File: config.mk
export PLATFORM = sky130hd
export DESIGN_NAME = wcs_ctrl
export DESIGN_NICKNAME = d
export VERILOG_FILES = /design/src/hdl/wcs_pkg.sv /design/src/hdl/wcs_ctrl.sv
export SDC_FILE = /design/constraint.sdc
export NUM_CORES = 1
export LEC_CHECK = 0
export BUFFER_PORTS_ARGS = -buffer_cell sky130_fd_sc_hd__buf_2
export CORE_AREA = 2 2 39 41
export CTS_BUF_LIST = sky130_fd_sc_hd__clkbuf_2 sky130_fd_sc_hd__clkbuf_4 sky130_fd_sc_hd__clkbuf_8
export CTS_CLUSTER_SIZE = 28
export DETAILED_ROUTE_END_ITERATION = 12
export DIE_AREA = 0 0 41 43
export PLACE_DENSITY = 0.35
export SLEW_MARGIN = 20
export SYNTH_ARGS = -nofsm -noshare
export SYNTH_HDL_FRONTEND = slang
export SYNTH_SLANG_ARGS = --single-unit
File: constraint.sdc
create_clock -name clk -period 1.45 [get_ports clk]
set_input_delay 0.0725 -clock clk [delete_from_list [all_inputs] [get_ports clk]]
set_output_delay 0.0725 -clock clk [all_outputs]
set_load 0.02 [all_outputs]
File: src/hdl/wcs_pkg.sv
// Package for the weighted cell sampler: sizes, operation and status codes,
// payload word structs, the controller states and the control/status structs.
// Depends on nothing; every other file of the block but wcs_ram uses it.
package wcs_pkg;

    // Table geometry and field masking.
    localparam int ENTRIES     = 4096;
    localparam int REGIONS     = 16;
    localparam int WEIGHT_BITS = 16;
    localparam int ID_BITS     = 24;

    // Fixed field widths of the request and response words.
    localparam int OP_W     = 2;
    localparam int REGION_F = 4;
    localparam int WEIGHT_W = 16;
    localparam int ID_W     = 24;
    localparam int RAND_W   = 16;
    localparam int STATUS_W = 2;
    localparam int INDEX_W  = 12;

    // Derived internal widths.
    localparam int CUM_W     = 28;
    localparam int ENTRY_W   = (ENTRIES > 1) ? $clog2(ENTRIES) : 1;
    localparam int CNT_W     = $clog2(ENTRIES + 1);
    localparam int REGION_W  = (REGIONS > 1) ? $clog2(REGIONS) : 1;
    localparam int ADDR_W    = REGION_W + ENTRY_W;
    localparam int TABLE_D   = REGIONS * ENTRIES;
    localparam int SCALED_W  = RAND_W + CUM_W;
    localparam int UPROD_W   = RAND_W + CNT_W;

    localparam logic [CUM_W-1:0] CUM_MAX = {CUM_W{1'b1}};
    localparam logic [WEIGHT_W-1:0] WEIGHT_MASK = (WEIGHT_BITS >= WEIGHT_W) ?
        {WEIGHT_W{1'b1}} : WEIGHT_W'((64'd1 << WEIGHT_BITS) - 64'd1);
    localparam logic [ID_W-1:0] ID_MASK = (ID_BITS >= ID_W) ?
        {ID_W{1'b1}} : ID_W'((64'd1 << ID_BITS) - 64'd1);

    // Operation codes.
    localparam logic [OP_W-1:0] OP_CLEAR    = 2'd0;
    localparam logic [OP_W-1:0] OP_APPEND   = 2'd1;
    localparam logic [OP_W-1:0] OP_WEIGHTED = 2'd2;
    localparam logic [OP_W-1:0] OP_UNIFORM  = 2'd3;

    // Status codes.
    localparam logic [STATUS_W-1:0] STATUS_OK    = 2'd0;
    localparam logic [STATUS_W-1:0] STATUS_FULL  = 2'd1;
    localparam logic [STATUS_W-1:0] STATUS_EMPTY = 2'd2;

    typedef struct packed {
        logic [OP_W-1:0]     opcode;
        logic [REGION_F-1:0] region;
        logic [WEIGHT_W-1:0] weight;
        logic [ID_W-1:0]     new_cell_id;
        logic [RAND_W-1:0]   random_value;
    } request_t;

    typedef struct packed {
        logic [STATUS_W-1:0] status;
        logic [INDEX_W-1:0]  index;
        logic [ID_W-1:0]     cell_id;
    } response_t;

    typedef enum logic [1:0] {
        ST_IDLE,
        ST_DECODE,
        ST_SEARCH,
        ST_RESPOND
    } state_t;

    // Controller to datapath.
    typedef struct packed {
        logic load;
        logic exec;
        logic step;
        logic finish;
    } ctrl_cmd_t;

    // Datapath to controller.
    typedef struct packed {
        logic needs_search;
        logic needs_fetch;
        logic search_last;
    } dp_stat_t;

endpackage

File: src/hdl/wcs_ctrl.sv
// Sequencing controller for the weighted cell sampler.
// Depends on wcs_pkg for the state type and the command/status structs.
module wcs_ctrl (
    input  logic              clk,
    input  logic              rst_n,
    input  logic              start,
    input  wcs_pkg::dp_stat_t stat,
    output logic              busy,
    output wcs_pkg::ctrl_cmd_t cmd
);

    wcs_pkg::state_t state_reg;
    wcs_pkg::state_t state_next;

    always_ff @(posedge clk or negedge rst_n)
    begin
        if (!rst_n)
        begin
            state_reg <= wcs_pkg::ST_IDLE;
        end
        else
        begin
            state_reg <= state_next;
        end
    end

    always_comb
    begin
        state_next = state_reg;
        unique case (state_reg)
            wcs_pkg::ST_IDLE:
            begin
                if (start)
                begin
                    state_next = wcs_pkg::ST_DECODE;
                end
            end
            wcs_pkg::ST_DECODE:
            begin
                if (stat.needs_search)
                begin
                    state_next = wcs_pkg::ST_SEARCH;
                end
                else if (stat.needs_fetch)
                begin
                    state_next = wcs_pkg::ST_RESPOND;
                end
                else
                begin
                    state_next = wcs_pkg::ST_IDLE;
                end
            end
            wcs_pkg::ST_SEARCH:
            begin
                if (stat.search_last)
                begin
                    state_next = wcs_pkg::ST_RESPOND;
                end
            end
            wcs_pkg::ST_RESPOND:
            begin
                state_next = wcs_pkg::ST_IDLE;
            end
            default:
            begin
                state_next = wcs_pkg::ST_IDLE;
            end
        endcase
    end

    always_comb
    begin
        busy       = 1'b1;
        cmd        = '0;
        unique case (state_reg)
            wcs_pkg::ST_IDLE:
            begin
                busy     = 1'b0;
                cmd.load = start;
            end
            wcs_pkg::ST_DECODE:
            begin
                cmd.exec = 1'b1;
            end
            wcs_pkg::ST_SEARCH:
            begin
                cmd.step = 1'b1;
            end
            wcs_pkg::ST_RESPOND:
            begin
                cmd.finish = 1'b1;
            end
            default:
            begin
                busy = 1'b1;
            end
        endcase
    end

endmodule

==> impl_metrics.csv <==
group,metric,value,unit
grt,busiest_layer,"met4",
route,detail_route.wirelength,349,µm
route,drc,0,
placement,post-place-ws,454.9,ps
outcome,outcome,"complete, no violations",
timing,slew_viol_final,0,
synth,syn_inst,12,
worst_setup_path,crit_type,"reg -> out",
worst_setup_path,r2r_cells,2,
clock_network,cts_buffers,3,
layout,fin_util,0.1637,
layout,area_growth,82.83,%
grt,use_met2,0.05000,
synth,syn_area,123.9,µm²
clock_network,clock-sinks,2,
clock_network,h-tree-depth,1,
power_and_ir_drop,power.density,2177,nW/µm²
timing,fin_crit_sh,0.8024,
timing,slew_headroom,0.8543,
floorplan,die_area,1763,µm²
grt,grt_usage,0.04819,
grt,grt_use_met3,0.01571,
floorplan,fp.coreArea,1384,µm²
worst_setup_path,path_cells,"nor3b_1 > buf_2",
worst_setup_path,r2r-end,"state_reg[0]",
timing,finalClockSkew,1.326,ps
synth,ys_warn_count,0,
worst_setup_path,cp.required,1380,ps
worst_setup_path,slowest_stage,"dfrtp_1",
clock_network,cts_tree,"yes",
synth,ys_seq_elements,2,
layout,final_cell_mix,"buf_2, clkbuf_4, or2_2, nor2b_1, dfrtp_1",
worst_setup_path,cp_data_arrival_time,1090,ps
route,drtIter0Drc,0,
timing,finalSetupViolCount,0,
timing,hold_viol,0,
grt,grt_pass1_vias,141,
flow_run,drv_cap,0,
timing,worst_pin_slew,218.1,ps
worst_setup_path,reg2reg_slack,450,ps
route,dr.pass1.iters,1,
timing,rsz0062_at_grt,"false",
clock_network,cts_root_buf,"clkbuf_4",
synth,ys_seq_area_frac,0.4040,
floorplan,io_pins,11,
worst_setup_path,endpoint,"cmd[3]",
synth,syn_avg_cell_area,10.32,µm²
layout,diodes,0,
layout,final_common_cell,"buf_2",
synth,synth_nets,18,
worst_setup_path,crit_path_max_incr_delay,410,ps
clock_network,path_clk_slew,30,ps
power_and_ir_drop,leakage,0.1293,nW
placement,port_buffers,10,
worst_setup_path,crit_fanout,6,
layout,final_net_count,34,
worst_setup_path,end_kind,"output port",
power_and_ir_drop,ir_drop,0.2978,mV
floorplan,die_w,41,µm
route,vias,139,
floorplan,rows,14,
worst_setup_path,start_kind,"register",
layout,fillerInstances,163,
route,drtAntennaViolNets,0,
grt,grt_pass1_wl,503,µm
grt,grt_antenna_before_repair,0,
timing,period_needed,1163,ps
grt,use_met1,0.05466,
worst_hold_path,hold_class,"in -> async",
floorplan,start_util,0.08951,
layout,layout-drive-gt1-share,0.6538,
grt,grt_max_degree,7,
grt,grt_overflow,0,
clock_network,clkLatencyLatePin,220,ps
timing,worst_slack,286.5,ps
route,vias_per_cell,3.310,
timing,fmax,859.5,MHz
synth,synth_cell_type_count,9,
floorplan,die_y,43,µm
timing,finalSetupTns,0,ps
placement,place_congestion,0.5465,
clock_network,cts.path.max_buffers,2,
route,wl_per_cell,8.310,µm
placement,dp_hpwl,291.4,µm
through the flow:
step	area (µm²)	hold WS [ps]	std cells	power (mW)
floorplan	123.9	-223.1	12	0.2872
global placement	193.9	-141.0	38	0.3698
detailed placement	193.9	-138.8	38	0.3756
CTS	226.5	148.4	42	0.5089
global route	226.5	171.1	42	0.5341
finish	226.5	160.4	42	0.4930
area by class of cell:
type,count,area (µm²),share of cell area
well taps,16,20.02,0.08840
clock buffers,3,22.52,0.09945
repair buffers,11,60.06,0.2652
multi-input cells,10,73.82,0.3260
flip-flops and latches,2,50.05,0.2210
routing by layer:
layer / share of wire / vias up / routed length (µm)
met5: 0 / - / 0
met1: 0.39 / 60 / 137
li1: - / 69 / -
met3: 0.19 / 0 / 65
met4: 0 / 0 / 0
met2: 0.42 / 10 / 146
critical path, delay by kind of cell (launching register included):
family,cells,cell delay [ps]
simple gates,1,250
flops,1,410
buf+inv,1,210
synth_stat cells:
cell type  instances  area [µm²]
dfrtp_1            2       50.05
nor2b_1            2       12.51
or2_2              2       12.51
a211o_1            1       8.760
a21o_1             1       7.510
and2_2             1       7.510
and2b_2            1       8.760
and3b_1            1       8.760
nor3b_1            1       7.510
repair_timing:
item	CTS	global route
setup endpoints to repair	0	0
hold endpoints to repair	2	0
resized for setup	0	0
hold buffers	1	0
buffers inserted	0	0
how the worst min path moves through the flow:
stage                from      endpoint  slack (ps)
CTS                 rst_n     async pin         150
detailed placement  rst_n  state_reg[0]        -140
global route        rst_n     async pin         170
finish              rst_n     async pin         160
global placement    rst_n  state_reg[0]        -140
floorplan           rst_n     async pin        -220
power breakdown:
part / switching [mW] / internal [mW] / leakage (nW) / total [mW]
clock: 0.0301 / 0.0912 / 0.0138 / 0.121
combinational: 0.143 / 0.114 / 0.0907 / 0.257
sequential: 0.0311 / 0.0834 / 0.0248 / 0.114
logic make-up after synthesis:
| kind of cell | Yosys count | share of synthesized area |
|---|---|---|
| AOI/OAI and AO/OA | 2 | 0.1313 |
| and+or+nand+nor | 8 | 0.4647 |
| DFF | 2 | 0.4041 |
Power figures use the tool's default switching activity.
